## config.mk

```make
export PLATFORM = sky130hd
export DESIGN_NAME = probe_rtt_statistics
export DESIGN_NICKNAME = d
export VERILOG_FILES = /design/src/design/prs_pkg.sv /design/src/design/prs_front.sv /design/src/design/prs_queue.sv /design/src/design/prs_divider.sv /design/src/design/prs_back.sv /design/src/design/probe_rtt_statistics.sv
export SDC_FILE = /design/constraint.sdc
export NUM_CORES = 2
export LEC_CHECK = 0
export ABC_AREA = 0
export BUFFER_PORTS_ARGS = -buffer_cell sky130_fd_sc_hd__buf_2
export CAP_MARGIN = 40
export CORE_ASPECT_RATIO = 1.1
export CORE_MARGIN = 2
export CORE_UTILIZATION = 30
export DETAILED_ROUTE_END_ITERATION = 10
export GPL_TIMING_DRIVEN = 0
export MAX_ROUTING_LAYER = met4
export PLACE_DENSITY = 0.54
export SLEW_MARGIN = 20
export SYNTH_ARGS = -nofsm -noshare
export SYNTH_HDL_FRONTEND = slang
export SYNTH_SLANG_ARGS = --single-unit
```

## constraint.sdc

```tcl
create_clock -name clk -period 15.95 [get_ports clk]
set_input_delay 0.7975 -clock clk [delete_from_list [all_inputs] [get_ports clk]]
set_output_delay 0.7975 -clock clk [all_outputs]
set_load 0.01 [all_outputs]
```

## src/design/prs_pkg.sv

```systemverilog
// ----------------------------------------------------------------------------
// prs_pkg
// Shared constants and types for the probe RTT statistics block.
// ----------------------------------------------------------------------------
package prs_pkg;

  localparam int COUNT_BITS_DEF = 16;
  localparam int RTT_BITS_DEF   = 20;

  // loss field: hundredths of a percent, full loss is 10000
  localparam int               LOSS_W     = 14;
  localparam logic [LOSS_W-1:0] LOSS_FULL  = 14'd10000;
  localparam logic [LOSS_W-1:0] LOSS_SCALE = 14'd10000;

  // summaries waiting between front and back
  localparam int QUEUE_DEPTH = 2;

  // back-end sequencer
  typedef enum logic [7:0] {
    S_IDLE     = 8'b0000_0001,
    S_MUL_A    = 8'b0000_0010,
    S_MUL_B    = 8'b0000_0100,
    S_DIFF     = 8'b0000_1000,
    S_SQRT     = 8'b0001_0000,
    S_DIV_LOSS = 8'b0010_0000,
    S_DIV_MEAN = 8'b0100_0000,
    S_DIV_JIT  = 8'b1000_0000
  } back_state_t;

endpackage

```

## src/design/prs_front.sv

```systemverilog
// ----------------------------------------------------------------------------
// prs_front
// Per-probe accumulation of counts, min, max, sum and sum of squares;
// pushes a snapshot on the last probe and clears.
// ----------------------------------------------------------------------------
module prs_front import prs_pkg::*; #(
  parameter int COUNT_BITS = COUNT_BITS_DEF,
  parameter int RTT_BITS   = RTT_BITS_DEF,
  parameter int SNAP_W     = 4*COUNT_BITS + 5*RTT_BITS
) (
  input  logic                clk,
  input  logic                rst_n,
  input  logic                accept,
  input  logic                answered,
  input  logic [RTT_BITS-1:0] rtt,
  input  logic                last,
  output logic                push,
  output logic [SNAP_W-1:0]   snap
);

  localparam int C  = COUNT_BITS;
  localparam int R  = RTT_BITS;
  localparam int SW = C + R;
  localparam int QW = C + 2*R;

  logic [C-1:0]  probe_r, probe_nxt;
  logic [C-1:0]  reply_r, reply_nxt;
  logic [R-1:0]  min_r, min_nxt;
  logic [R-1:0]  max_r, max_nxt;
  logic [SW-1:0] sum_r, sum_nxt;
  logic [QW-1:0] sq_r, sq_nxt;
  logic [2*R-1:0] rtt_sq;

  assign rtt_sq = {{R{1'b0}}, rtt} * {{R{1'b0}}, rtt};

  always_comb begin
    probe_nxt = probe_r;
    reply_nxt = reply_r;
    min_nxt   = min_r;
    max_nxt   = max_r;
    sum_nxt   = sum_r;
    sq_nxt    = sq_r;
    if (accept) begin
      if (probe_r != {C{1'b1}}) probe_nxt = probe_r + 1'b1;
      if (answered) begin
        if (rtt < min_r) min_nxt = rtt;
        if (rtt > max_r) max_nxt = rtt;
        // saturated reply count: min/max still track, sums stop
        if (reply_r != {C{1'b1}}) begin
          reply_nxt = reply_r + 1'b1;
          sum_nxt   = sum_r + SW'(rtt);
          sq_nxt    = sq_r + QW'(rtt_sq);
        end
      end
    end
  end

  assign push = accept & last;
  assign snap = {probe_nxt, reply_nxt, min_nxt, max_nxt, sum_nxt, sq_nxt};

  always_ff @(posedge clk) begin
    if (!rst_n || push) begin
      probe_r <= '0;
      reply_r <= '0;
      min_r   <= '1;
      max_r   <= '0;
      sum_r   <= '0;
      sq_r    <= '0;
    end else begin
      probe_r <= probe_nxt;
      reply_r <= reply_nxt;
      min_r   <= min_nxt;
      max_r   <= max_nxt;
      sum_r   <= sum_nxt;
      sq_r    <= sq_nxt;
    end
  end

endmodule

```

## src/design/prs_queue.sv

```systemverilog
// ----------------------------------------------------------------------------
// prs_queue
// Short FIFO of run snapshots between the front and the back.
// ----------------------------------------------------------------------------
module prs_queue import prs_pkg::*; #(
  parameter int W     = 8,
  parameter int DEPTH = QUEUE_DEPTH
) (
  input  logic         clk,
  input  logic         rst_n,
  input  logic         push,
  input  logic [W-1:0] wdata,
  input  logic         pop,
  output logic [W-1:0] rdata,
  output logic         empty,
  output logic         full
);

  localparam int AW = (DEPTH > 1) ? $clog2(DEPTH) : 1;
  localparam int NW = $clog2(DEPTH + 1);

  logic [W-1:0]  mem_r [DEPTH];
  logic [AW-1:0] wr_ptr_r, rd_ptr_r;
  logic [NW-1:0] count_r;

  assign empty = (count_r == '0);
  assign full  = (count_r == NW'(DEPTH));
  assign rdata = mem_r[rd_ptr_r];

  always_ff @(posedge clk) begin
    if (push) mem_r[wr_ptr_r] <= wdata;
  end

  always_ff @(posedge clk) begin
    if (!rst_n) begin
      wr_ptr_r <= '0;
      rd_ptr_r <= '0;
      count_r  <= '0;
    end else begin
      if (push)
        wr_ptr_r <= (wr_ptr_r == AW'(DEPTH-1)) ? '0 : wr_ptr_r + 1'b1;
      if (pop)
        rd_ptr_r <= (rd_ptr_r == AW'(DEPTH-1)) ? '0 : rd_ptr_r + 1'b1;
      if (push && !pop)      count_r <= count_r + 1'b1;
      else if (pop && !push) count_r <= count_r - 1'b1;
    end
  end

  a_no_overflow: assert property (@(posedge clk) disable iff (!rst_n)
    !(push && full && !pop)) else $error("push into full queue");
  a_no_underflow: assert property (@(posedge clk) disable iff (!rst_n)
    pop |-> !empty) else $error("pop from empty queue");
  a_fill_tracks: assert property (@(posedge clk) disable iff (!rst_n)
    $past(rst_n) && $past(push && !pop) |-> count_r == $past(count_r) + 1'b1)
    else $error("queue fill count lost a push");

endmodule

```

## src/design/prs_divider.sv

```systemverilog
// ----------------------------------------------------------------------------
// prs_divider
// Restoring divider, one quotient bit per cycle.
// ----------------------------------------------------------------------------
module prs_divider #(
  parameter int DW = 32,
  parameter int VW = 16
) (
  input  logic          clk,
  input  logic          rst_n,
  input  logic          start,
  input  logic [DW-1:0] dividend,
  input  logic [VW-1:0] divisor,
  output logic          done,
  output logic [DW-1:0] quotient
);

  localparam int CW = $clog2(DW + 1);

  logic          busy_r, done_r;
  logic [CW-1:0] cnt_r;
  logic [DW-1:0] quo_r;
  logic [VW-1:0] rem_r, dvs_r, rem_nxt;
  logic [VW:0]   rem_sh, rem_diff;
  logic          ge;

  assign rem_sh   = {rem_r, quo_r[DW-1]};
  assign rem_diff = rem_sh - {1'b0, dvs_r};
  assign ge       = (rem_sh >= {1'b0, dvs_r});
  assign rem_nxt  = ge ? rem_diff[VW-1:0] : rem_sh[VW-1:0];

  always_ff @(posedge clk) begin
    if (!rst_n) begin
      busy_r <= 1'b0;
      done_r <= 1'b0;
      cnt_r  <= '0;
    end else begin
      done_r <= 1'b0;
      if (start && !busy_r) begin
        busy_r <= 1'b1;
        cnt_r  <= CW'(DW);
      end else if (busy_r) begin
        cnt_r <= cnt_r - 1'b1;
        if (cnt_r == CW'(1)) begin
          busy_r <= 1'b0;
          done_r <= 1'b1;
        end
      end
    end
  end

  always_ff @(posedge clk) begin
    if (start && !busy_r) begin
      quo_r <= dividend;
      rem_r <= '0;
      dvs_r <= divisor;
    end else if (busy_r) begin
      quo_r <= {quo_r[DW-2:0], ge};
      rem_r <= rem_nxt;
    end
  end

  assign done     = done_r;
  assign quotient = quo_r;

endmodule

```

## src/design/prs_back.sv

```systemverilog
// ----------------------------------------------------------------------------
// prs_back
// Summary sequencer: shift-add products, digit-by-digit square root and
// three divisions on one shared divider, then one result strobe.
// ----------------------------------------------------------------------------
module prs_back import prs_pkg::*; #(
  parameter int COUNT_BITS = COUNT_BITS_DEF,
  parameter int RTT_BITS   = RTT_BITS_DEF,
  parameter int SNAP_W     = 4*COUNT_BITS + 5*RTT_BITS
) (
  input  logic                  clk,
  input  logic                  rst_n,
  input  logic                  q_empty,
  input  logic [SNAP_W-1:0]     q_data,
  output logic                  q_pop,
  output logic                  out_valid,
  output logic [COUNT_BITS-1:0] out_sent,
  output logic [COUNT_BITS-1:0] out_replies,
  output logic [LOSS_W-1:0]     out_loss,
  output logic [RTT_BITS-1:0]   out_min,
  output logic [RTT_BITS-1:0]   out_max,
  output logic [RTT_BITS-1:0]   out_mean,
  output logic [RTT_BITS-1:0]   out_jitter
);

  localparam int C    = COUNT_BITS;
  localparam int R    = RTT_BITS;
  localparam int SW   = C + R;
  localparam int QW   = C + 2*R;
  localparam int PW   = 2*SW;
  localparam int LW   = C + LOSS_W;
  localparam int DW   = C + ((R > LOSS_W) ? R : LOSS_W);
  localparam int CNTW = $clog2(SW + 1);

  // snapshot fields
  logic [C-1:0]  sn_sent, sn_n;
  logic [R-1:0]  sn_min, sn_max;
  logic [SW-1:0] sn_sum;
  logic [QW-1:0] sn_sq;

  assign {sn_sent, sn_n, sn_min, sn_max, sn_sum, sn_sq} = q_data;

  back_state_t   state_r, state_nxt;
  logic [CNTW-1:0] cnt_r, cnt_nxt;
  logic          issued_r, issued_nxt;
  logic          out_valid_r, out_valid_nxt;

  logic [C-1:0]  sent_r, sent_nxt, n_r, n_nxt;
  logic [R-1:0]  min_r, min_nxt, max_r, max_nxt;
  logic [SW-1:0] sum_r, sum_nxt;
  logic [QW-1:0] sq_r, sq_nxt;
  logic [PW-1:0] acc_r, acc_nxt, a_r, a_nxt;
  logic [SW-1:0] mq_r, mq_nxt;
  logic [SW+1:0] rem_r, rem_nxt;
  logic [SW-1:0] root_r, root_nxt;
  logic [LOSS_W-1:0] loss_r, loss_nxt;
  logic [R-1:0]  mean_r, mean_nxt;

  logic [C-1:0]      o_sent_r, o_sent_nxt, o_n_r, o_n_nxt;
  logic [LOSS_W-1:0] o_loss_r, o_loss_nxt;
  logic [R-1:0]      o_min_r, o_min_nxt, o_max_r, o_max_nxt;
  logic [R-1:0]      o_mean_r, o_mean_nxt, o_jit_r, o_jit_nxt;

  // shift-add step (multiplier MSB first)
  logic [PW-1:0] mcand, acc_step;
  assign mcand    = (state_r == S_MUL_A) ? PW'(sq_r) : PW'(sum_r);
  assign acc_step = {acc_r[PW-2:0], 1'b0} + (mq_r[SW-1] ? mcand : '0);

  // square root step, two radicand bits per cycle
  logic [SW+3:0] rem_sh, trial, sq_diff;
  logic          sq_ge;
  assign rem_sh  = {rem_r, a_r[PW-1 -: 2]};
  assign trial   = {2'b00, root_r, 2'b01};
  assign sq_diff = rem_sh - trial;
  assign sq_ge   = (rem_sh >= trial);

  // loss numerator
  logic [C-1:0]  lost;
  logic [LW-1:0] loss_num;
  assign lost     = sent_r - n_r;
  assign loss_num = {{LOSS_W{1'b0}}, lost} * {{C{1'b0}}, LOSS_SCALE};

  // shared divider: loss divides by probes sent, mean and jitter by replies
  logic          div_start, div_done;
  logic [DW-1:0] div_dividend, div_quo;
  logic [C-1:0]  div_divisor;

  assign div_divisor = (state_r == S_DIV_LOSS) ? sent_r : n_r;

  always_comb begin
    unique case (state_r)
      S_DIV_LOSS: div_dividend = DW'(loss_num);
      S_DIV_MEAN: div_dividend = DW'(sum_r);
      default:    div_dividend = DW'(root_r);
    endcase
  end

  prs_divider #(.DW(DW), .VW(C)) u_div (
    .clk      (clk),
    .rst_n    (rst_n),
    .start    (div_start),
    .dividend (div_dividend),
    .divisor  (div_divisor),
    .done     (div_done),
    .quotient (div_quo)
  );

  always_comb begin
    state_nxt     = state_r;
    cnt_nxt       = cnt_r;
    issued_nxt    = issued_r;
    out_valid_nxt = 1'b0;
    sent_nxt = sent_r;  n_nxt   = n_r;
    min_nxt  = min_r;   max_nxt = max_r;
    sum_nxt  = sum_r;   sq_nxt  = sq_r;
    acc_nxt  = acc_r;   a_nxt   = a_r;   mq_nxt = mq_r;
    rem_nxt  = rem_r;   root_nxt = root_r;
    loss_nxt = loss_r;  mean_nxt = mean_r;
    o_sent_nxt = o_sent_r;  o_n_nxt   = o_n_r;   o_loss_nxt = o_loss_r;
    o_min_nxt  = o_min_r;   o_max_nxt = o_max_r;
    o_mean_nxt = o_mean_r;  o_jit_nxt = o_jit_r;
    q_pop     = 1'b0;
    div_start = 1'b0;

    unique case (state_r)
      S_IDLE: begin
        if (!q_empty) begin
          q_pop    = 1'b1;
          sent_nxt = sn_sent;  n_nxt   = sn_n;
          min_nxt  = sn_min;   max_nxt = sn_max;
          sum_nxt  = sn_sum;   sq_nxt  = sn_sq;
          if (sn_n == '0) begin
            // no replies: fixed summary, no arithmetic
            out_valid_nxt = 1'b1;
            o_sent_nxt = sn_sent;
            o_n_nxt    = '0;
            o_loss_nxt = LOSS_FULL;
            o_min_nxt  = '0;
            o_max_nxt  = '0;
            o_mean_nxt = '0;
            o_jit_nxt  = '0;
          end else begin
            state_nxt = S_MUL_A;
            acc_nxt   = '0;
            mq_nxt    = {sn_n, {R{1'b0}}};
            cnt_nxt   = CNTW'(C);
          end
        end
      end
      S_MUL_A: begin
        // n * sum of squares
        acc_nxt = acc_step;
        mq_nxt  = {mq_r[SW-2:0], 1'b0};
        cnt_nxt = cnt_r - 1'b1;
        if (cnt_r == CNTW'(1)) begin
          a_nxt     = acc_step;
          acc_nxt   = '0;
          mq_nxt    = sum_r;
          cnt_nxt   = CNTW'(SW);
          state_nxt = S_MUL_B;
        end
      end
      S_MUL_B: begin
        // sum squared
        acc_nxt = acc_step;
        mq_nxt  = {mq_r[SW-2:0], 1'b0};
        cnt_nxt = cnt_r - 1'b1;
        if (cnt_r == CNTW'(1)) state_nxt = S_DIFF;
      end
      S_DIFF: begin
        a_nxt     = (acc_r <= a_r) ? a_r - acc_r : '0;
        rem_nxt   = '0;
        root_nxt  = '0;
        cnt_nxt   = CNTW'(SW);
        state_nxt = S_SQRT;
      end
      S_SQRT: begin
        a_nxt    = {a_r[PW-3:0], 2'b00};
        rem_nxt  = sq_ge ? sq_diff[SW+1:0] : rem_sh[SW+1:0];
        root_nxt = {root_r[SW-2:0], sq_ge};
        cnt_nxt  = cnt_r - 1'b1;
        if (cnt_r == CNTW'(1)) begin
          issued_nxt = 1'b0;
          state_nxt  = S_DIV_LOSS;
        end
      end
      S_DIV_LOSS: begin
        div_start  = !issued_r;
        issued_nxt = 1'b1;
        if (div_done) begin
          loss_nxt   = div_quo[LOSS_W-1:0];
          issued_nxt = 1'b0;
          state_nxt  = S_DIV_MEAN;
        end
      end
      S_DIV_MEAN: begin
        div_start  = !issued_r;
        issued_nxt = 1'b1;
        if (div_done) begin
          mean_nxt   = div_quo[R-1:0];
          issued_nxt = 1'b0;
          state_nxt  = S_DIV_JIT;
        end
      end
      S_DIV_JIT: begin
        div_start  = !issued_r;
        issued_nxt = 1'b1;
        if (div_done) begin
          issued_nxt    = 1'b0;
          out_valid_nxt = 1'b1;
          o_sent_nxt = sent_r;
          o_n_nxt    = n_r;
          o_loss_nxt = loss_r;
          o_min_nxt  = min_r;
          o_max_nxt  = max_r;
          o_mean_nxt = mean_r;
          o_jit_nxt  = div_quo[R-1:0];
          state_nxt  = S_IDLE;
        end
      end
      default: state_nxt = S_IDLE;
    endcase
  end

  always_ff @(posedge clk) begin
    if (!rst_n) begin
      state_r     <= S_IDLE;
      cnt_r       <= '0;
      issued_r    <= 1'b0;
      out_valid_r <= 1'b0;
    end else begin
      state_r     <= state_nxt;
      cnt_r       <= cnt_nxt;
      issued_r    <= issued_nxt;
      out_valid_r <= out_valid_nxt;
    end
  end

  always_ff @(posedge clk) begin
    sent_r <= sent_nxt;  n_r    <= n_nxt;
    min_r  <= min_nxt;   max_r  <= max_nxt;
    sum_r  <= sum_nxt;   sq_r   <= sq_nxt;
    acc_r  <= acc_nxt;   a_r    <= a_nxt;   mq_r <= mq_nxt;
    rem_r  <= rem_nxt;   root_r <= root_nxt;
    loss_r <= loss_nxt;  mean_r <= mean_nxt;
    o_sent_r <= o_sent_nxt;  o_n_r   <= o_n_nxt;   o_loss_r <= o_loss_nxt;
    o_min_r  <= o_min_nxt;   o_max_r <= o_max_nxt;
    o_mean_r <= o_mean_nxt;  o_jit_r <= o_jit_nxt;
  end

  assign out_valid   = out_valid_r;
  assign out_sent    = o_sent_r;
  assign out_replies = o_n_r;
  assign out_loss    = o_loss_r;
  assign out_min     = o_min_r;
  assign out_max     = o_max_r;
  assign out_mean    = o_mean_r;
  assign out_jitter  = o_jit_r;

  a_replies_le_sent: assert property (@(posedge clk) disable iff (!rst_n)
    out_valid_r |-> o_n_r <= o_sent_r) else $error("more replies than probes");
  a_loss_range: assert property (@(posedge clk) disable iff (!rst_n)
    out_valid_r |-> o_loss_r <= LOSS_FULL) else $error("loss above full scale");
  a_no_reply_loss: assert property (@(posedge clk) disable iff (!rst_n)
    out_valid_r && (o_n_r == '0) |-> (o_loss_r == LOSS_FULL) && (o_max_r == '0))
    else $error("empty run summary wrong");
  a_mean_in_range: assert property (@(posedge clk) disable iff (!rst_n)
    out_valid_r && (o_n_r != '0) |-> (o_mean_r >= o_min_r) && (o_mean_r <= o_max_r))
    else $error("mean outside min/max");

endmodule

```

## src/design/probe_rtt_statistics.sv

```systemverilog
// ----------------------------------------------------------------------------
// probe_rtt_statistics
// Ping-style loss, RTT and jitter statistics over a run of echo probes.
// ----------------------------------------------------------------------------
// Flow: a last probe's summary strobes after bit-serial products, the root and
//   three divider passes; a run with no replies gets its fixed summary without
//   that arithmetic.
// Throughput: one probe word per cycle; busy rises only while two finished
//   runs wait for the back end. The receiver cannot stall the result strobe.
// Reset: synchronous, active low; clears statistics, queue and sequencer.
module probe_rtt_statistics import prs_pkg::*; #(
  parameter int COUNT_BITS = COUNT_BITS_DEF,
  parameter int RTT_BITS   = RTT_BITS_DEF
) (
  input  logic                  clk,
  input  logic                  rst_n,
  // probe word
  input  logic                  start,
  output logic                  busy,
  input  logic                  in_probe_answered,
  input  logic [RTT_BITS-1:0]   in_rtt_us,
  input  logic                  in_last_probe,
  // summary word
  output logic                  out_valid,
  output logic [COUNT_BITS-1:0] out_probes_sent,
  output logic [COUNT_BITS-1:0] out_replies_received,
  output logic [LOSS_W-1:0]     out_loss_hundredths,
  output logic [RTT_BITS-1:0]   out_min_rtt_us,
  output logic [RTT_BITS-1:0]   out_max_rtt_us,
  output logic [RTT_BITS-1:0]   out_mean_rtt_us,
  output logic [RTT_BITS-1:0]   out_jitter_us
);

  // snapshot: sent, replies, min, max, sum, sum of squares
  localparam int SNAP_W = 4*COUNT_BITS + 5*RTT_BITS;

  logic              accept;
  logic              push, pop, q_empty, q_full;
  logic [SNAP_W-1:0] snap, q_data;

  // front keeps accepting probes while summaries are worked off behind it, until the queue fills
  assign busy   = q_full;
  assign accept = start & ~busy;

  // Front: min/max/counts plus a single RTT x RTT product feeding the
  // sum-of-squares add. On the last probe the updated totals are pushed as
  // one snapshot and the accumulators clear.
  prs_front #(
    .COUNT_BITS (COUNT_BITS),
    .RTT_BITS   (RTT_BITS),
    .SNAP_W     (SNAP_W)
  ) u_front (
    .clk      (clk),
    .rst_n    (rst_n),
    .accept   (accept),
    .answered (in_probe_answered),
    .rtt      (in_rtt_us),
    .last     (in_last_probe),
    .push     (push),
    .snap     (snap)
  );

  // Decoupling queue: a new run can start while the previous summary
  // is still being computed.
  prs_queue #(
    .W     (SNAP_W),
    .DEPTH (QUEUE_DEPTH)
  ) u_queue (
    .clk   (clk),
    .rst_n (rst_n),
    .push  (push),
    .wdata (snap),
    .pop   (pop),
    .rdata (q_data),
    .empty (q_empty),
    .full  (q_full)
  );

  // Back: n*sumsq and sum^2 by shift-add, difference, integer square root
  // two bits per cycle, then loss, mean and jitter divisions in turn.
  // Zero-reply runs bypass the arithmetic with a fixed summary.
  prs_back #(
    .COUNT_BITS (COUNT_BITS),
    .RTT_BITS   (RTT_BITS),
    .SNAP_W     (SNAP_W)
  ) u_back (
    .clk         (clk),
    .rst_n       (rst_n),
    .q_empty     (q_empty),
    .q_data      (q_data),
    .q_pop       (pop),
    .out_valid   (out_valid),
    .out_sent    (out_probes_sent),
    .out_replies (out_replies_received),
    .out_loss    (out_loss_hundredths),
    .out_min     (out_min_rtt_us),
    .out_max     (out_max_rtt_us),
    .out_mean    (out_mean_rtt_us),
    .out_jitter  (out_jitter_us)
  );

endmodule
```

======== Word-level counts from Yosys, hierarchy flattened ========
Memory sizes are Yosys's and may differ from the RTL's. A register that Yosys moved wholly into a read port is not among the register bits.
Index checks and enable logic that the tools add are counted.
word-level totals
  memories ................................ 1
  logic and storage cells ................. 220
  output and inout bits ................... 128
  flip-flop bits (word level) ............. 838
  bits in writable memories ............... 328
operators by class
  reductions and logical operators ........ 32
  multiplexer cells ....................... 97
  multipliers ............................. 2
  add/subtract/negate cells ............... 15
  equal/unequal tests ..................... 22
  magnitude comparators ................... 5
  bitwise operators ....................... 6
memories
  memory         words  width  read ports  clocked after Yosys merged registers in  write ports  line             source
  u_queue.mem_r  2      164    1           1                                        1            prs_queue.sv:22  logic [W-1:0] mem_r [DEPTH];
operators with widths
  cell                                                              count
  72-bit 2-to-1 mux                                                 6
  72-bit case mux with 3 select lines                               2
  36-bit 2-to-1 mux                                                 8
  20-bit 2-to-1 mux                                                 12
  56-bit 2-to-1 mux                                                 4
  16-bit 2-to-1 mux                                                 13
  20-bit case mux with 2 select lines                               4
  36-bit case mux with 2 select lines                               2
  36-bit case mux with 3 select lines                               1
  38-bit case mux with 2 select lines                               1
  72-bit adder                                                      1
  72-bit less-or-equal comparator                                   1
  72-bit subtractor                                                 1
  8-bit 2-to-1 mux                                                  8
  16-bit case mux with 2 select lines                               2
  8-bit case mux with 8 select lines                                1
  56-bit by 40-bit adder with 56-bit output                         1
  14-bit 2-to-1 mux                                                 3
  40-bit by 38-bit greater-or-equal comparator with 1-bit output    1
  20-bit by 20-bit multiplier with 40-bit output                    1
  38-bit 2-to-1 mux                                                 1
  38-bit subtractor                                                 1
  36-bit by 20-bit adder with 36-bit output                         1
  16-bit by 1-bit adder with 16-bit output (second input constant)  2
  44 further kinds                                                  101

======== Depth between registers and ports, before layout ========
  depth after elaboration ................. 8
  mapped depth ............................ 33
  gate-level depth less buffers ........... 33

======== Hierarchy ========
Synthesis repeated with hierarchy kept, for this count alone.
unflattened totals
  cells, all modules ...................... 6,985
  area, all modules ....................... 75,069.5 um^2
modules (own cells, without submodules)
  module                times used  seq. area each (um^2)  area an instance (um^2)  cells each
  prs_back              1           17,677.0               36,348.6                 3,487
  prs_front             1           3,283.1                22,716.8                 2,645
  prs_queue             1           9,949.5                12,117.9                 532
  prs_divider           1           2,042.0                3,872.5                  320
  probe_rtt_statistics  1           0.0                    13.8                     1

======== Worst setup path before layout ========
No wires, ideal clock.
  kind .................................... register to register
  from .................................... reg u_back.state_r[6]
  to ...................................... reg u_back.o_jit_r[0] (netlist: u_back.out_jitter[0]) (enable)
  arrival ................................. 13.176 ns
  setup slack ............................. 1.987 ns
  setup time .............................. 0.787 ns
  path buffers ............................ 0
  stages on the path, launching flop included .. 7
  period minus slack after synthesis ...... 13.963 ns
  cell sequence ........................... dfxtp_1 > nor2_1 > nand3_1 > nor3b_1 > nor2b_1 > nand2_1 > o21ai_0
between the ends
  word-level cells in the longest chain between the ends .. 3
RTL lines
  element                                                                    line             source
  from (decl)                                                                prs_back.sv:43   back_state_t state_r, state_nxt;
  from (signal assigned)                                                     prs_back.sv:232  state_r <= state_nxt;
  8-bit by 1-bit == test with 1-bit output or 8-bit == test (tied branches)  prs_back.sv:125  unique case (state_r)
  2-bit != test (no source line), or another cell as far along               n/a
  4-bit AND reduction (no source line) (*)                                   n/a
  to (signal assigned)                                                       prs_back.sv:248  o_mean_r <= o_mean_nxt; o_jit_r <= o_jit_nxt;
  to (decl)                                                                  prs_back.sv:62   logic [R-1:0] o_mean_r, o_mean_nxt, o_jit_r, o_jit_nxt;
Mark *: on every way between the ends. The rest lies on a longest branch, timed or not.
A chain may end at the register's enable or synchronous reset.

======== Worst setup path after layout ========
  from .................................... in in_rtt_us[13]
  to ...................................... mem u_queue.mem_r[0][50] (netlist bit), data pin
between the ends
  word-level cells in the longest chain between the ends .. 5
RTL lines
  element                                         line                        source
  from (decl)                                     probe_rtt_statistics.sv:21  input logic [RTT_BITS-1:0] in_rtt_us,
  20-bit by 20-bit multiplier with 40-bit output  prs_front.sv:34             assign rtt_sq = {{R{1'b0}}, rtt} * {{R{1'b0}}, rtt};
  56-bit by 40-bit adder with 56-bit output       prs_front.sv:52             sq_nxt = sq_r + QW'(rtt_sq);
  56-bit 2-to-1 mux                               prs_front.sv:49             if (reply_r != {C{1'b1}}) begin
  56-bit 2-to-1 mux                               prs_front.sv:45             if (answered) begin
  56-bit 2-to-1 mux                               prs_front.sv:43             if (accept) begin
  named net snap[50]                              probe_rtt_statistics.sv:39  logic [SNAP_W-1:0] snap, q_data;
  to (decl)                                       prs_queue.sv:22
The timed path passes the listed nets, and every way through them passes these cells.

==> reports/metrics.yaml <==
outcome: "finished, final reports clean"
ys_seq_area_frac: 0.448
via_per_inst: 4.87
grt_usage: 0.171
synthTopCellsByCount: "edfxtp_1, inv_1, nand2_1, ha_1, nor2_1"
wl_um: 209000
place_congestion: 0.902
synth-edff-count: 958
cp.required_ns: 16.44
slew_violations: 0
critical_path_class: "in2reg"
synth.most_common_cell: "edfxtp_1"
clkSinkCount: 1167
die-area_um2: 249000
dr.pass1.iters: 6
max-cap-violations: 0
synth_top_area_frac: 0.391
cpPeakStageDelay_ns: 0.65
cts_made_buffers: 137
drt_iter0_markers: 3418
hold_violations: 0
synth_seq_cells: 1167
cts_setup_buffers: 0
worstPathMaxFanout: 10
netlist_area_um2: 73500
period_minus_slack_ns: 8.94
row_count: 190
die_w_um: 476
post_cts_resized: 0
clk_latency_ns: 0.80
io_buffers: 152
ioPinCount: 153
clk_path_buf_depth: 3
rsz0062_at_grt: "false"
cp.arrival_ns: 9.43
start_util: 0.302
core_area_um2: 244000
worstMarginPinSlew_ns: 0.907
yosysTopAreaCell: "edfxtp_1"
ys.flop_type: "edfxtp_1"
finClkSkew_ns: 0.0495
synthToLayoutAreaGrowth_pct: 14.6
min-delay-path-class: "in2reg"
synth.avg_cell_area_um2: 10.8
yosys_warnings: 0
dp_hpwl_um: 163000
htreeDepth: 4
hold_buffers: 0
async_flop_share: 0
syn_nets: 7691
synth.area.top_cells: "edfxtp_1, fa_1, ha_1, dfxtp_1, inv_1"
grt_pass1_wl_um: 317000
final_net_count: 8043
worst_setup_path_end_kind: "flop"
drc_errors: 0
crit_path_top_delay_cell: "clkbuf_1"
tns_ns: 0
antenna_found_initial: 4
r2r_setup_slack_ns: 7.96
fillerInstances: 24400
wl_per_cell_um: 19.8
ant_nets: 0
vias: 51400
setup_violations: 0
fmax_mhz: 112
netlist_instances: 6819
yosysUniqueCellTypes: 96
critical_path.startpoint_type: "primary input"
post-route-period-util: 0.560
grt_max_degree: 52
cts_tree: "yes"
root_buffer: "clkbuf_16"
grt_pass1_vias: 52000
overflow: 0
cpMostUsedCell: "fa_1"
dieHeight_um: 523
path_clk_slew_ns: 0.06
final_layout_size_suffix_gt1_frac: 0.0968
slew_headroom: 0.395
final timing paths:
kind                                       start                        end  cells past startpoint
worst max-delay path               in_rtt_us[13]       u_queue.mem_r[0][50]                     28
worst min-delay path                       rst_n          u_back.state_r[0]                      2
worst max register to register     u_back.n_r[0]  u_back.u_div.quotient[29]                     30
worst min register to register  u_front.sq_r[50]           u_front.sq_r[50]                      2
layer usage:
layer | track usage | wire (um) | up-vias
met1 | 0.221 | 93700 | 25500
met2 | 0.278 | 99400 | 1189
met3 | 0.0218 | 9260 | 275
met5 | - | 0 | -
li1 | - | - | 24400
met4 | 0.0537 | 6380 | 0
sequential cells by signal (all words and copies together) (netlist names), 20 cells and up, named ones only:
| register | cells |
|---|---|
| u_back.out_jitter | 20 |
| u_front.sq_r | 56 |
| u_back.a_r | 72 |
| u_back.out_max | 20 |
| u_back.sum_r | 36 |
| u_queue.mem_r | 328 |
| u_front.min_r | 20 |
| u_back.min_r | 20 |
| u_back.acc_r | 72 |
| u_back.max_r | 20 |
| u_back.u_div.quotient | 36 |
| u_back.rem_r | 38 |
| u_front.max_r | 20 |
| u_back.root_r | 36 |
| u_front.sum_r | 36 |
| u_back.sq_r | 56 |
| u_back.out_min | 20 |
| u_back.out_mean | 20 |
| u_back.mean_r | 20 |
| u_back.mq_r | 36 |
placed cells by master (no fill, tap or decap), types with 44 or more instances in the layout:
cell and instances:
edfxtp_1 958, inv_1 844, nand2_1 621, ha_1 484, nor2_1 413, fa_1 363, a21oi_1 332, and2_1 297
clkbuf_1 242, o21ai_0 228, dfxtp_1 209, xnor2_1 199, mux2_2 192, buf_2 170, a21o_1 163, clkbuf_16 142
xor2_1 130, nand4_1 85, nand3_1 80, nor3_1 73, mux2i_1 68, and3_1 61, o221ai_1 59, nand2b_1 57
a21boi_0 51, nor2b_1 44
cell type report:
| class | instances | area, um2 | share of cell area |
|---|---|---|---|
| multi-input cells | 4546 | 36400 | 0.432 |
| flip-flops and latches | 1167 | 33000 | 0.391 |
| well taps | 3264 | 4080 | 0.0485 |
| clock buffers | 177 | 3770 | 0.0448 |
| inverters | 849 | 3190 | 0.0378 |
| repair buffers | 213 | 1890 | 0.0224 |
| plain buffers | 257 | 997 | 0.0118 |
| clock inverters | 74 | 901 | 0.0107 |
| diodes | 8 | 20.0 | 0.000238 |
through the flow:
| stage | setup WS (ns) | hold slack (ns) | cell area (um2) | std cells | util |
|---|---|---|---|---|---|
| detailed placement | 6.16 | 0.454 | 79500 | 10300 | 0.326 |
| floorplan | 1.99 | 0.435 | 73500 | 6819 | - |
| global route | 6.55 | 0.403 | 84200 | 10600 | 0.346 |
| CTS | 7.01 | 0.361 | 84200 | 10500 | 0.345 |
| global placement | -6.31 | 0.447 | 78300 | 10200 | 0.321 |
| finish | 7.01 | 0.399 | 84200 | 10600 | 0.346 |
critical path: cells and delay by family:
family          cells  cell delay (ns)
xor+xnor            1             0.17
buf+inv             8             1.87
simple gates        4             0.88
compound gates      7             1.71
fa+ha+maj           8             3.98
kinds of logic (layout without fill, tap and decap cells):
group,count (synthesis),after routing,share of synthesized area
other,0,8,0
and+or+nand+nor,1864,1864,0.123
adders and majority gates,847,847,0.181
buffers and inverters,1106,1570,0.0568
DFF,1167,1167,0.448
muxes,260,260,0.0387
xor gates and xnor gates,329,329,0.0392
AOI/OAI and AO/OA,1246,1246,0.113
Power is not shown: default switching activity piles up to over one toggle a cycle in this logic, so the estimate is an artifact.
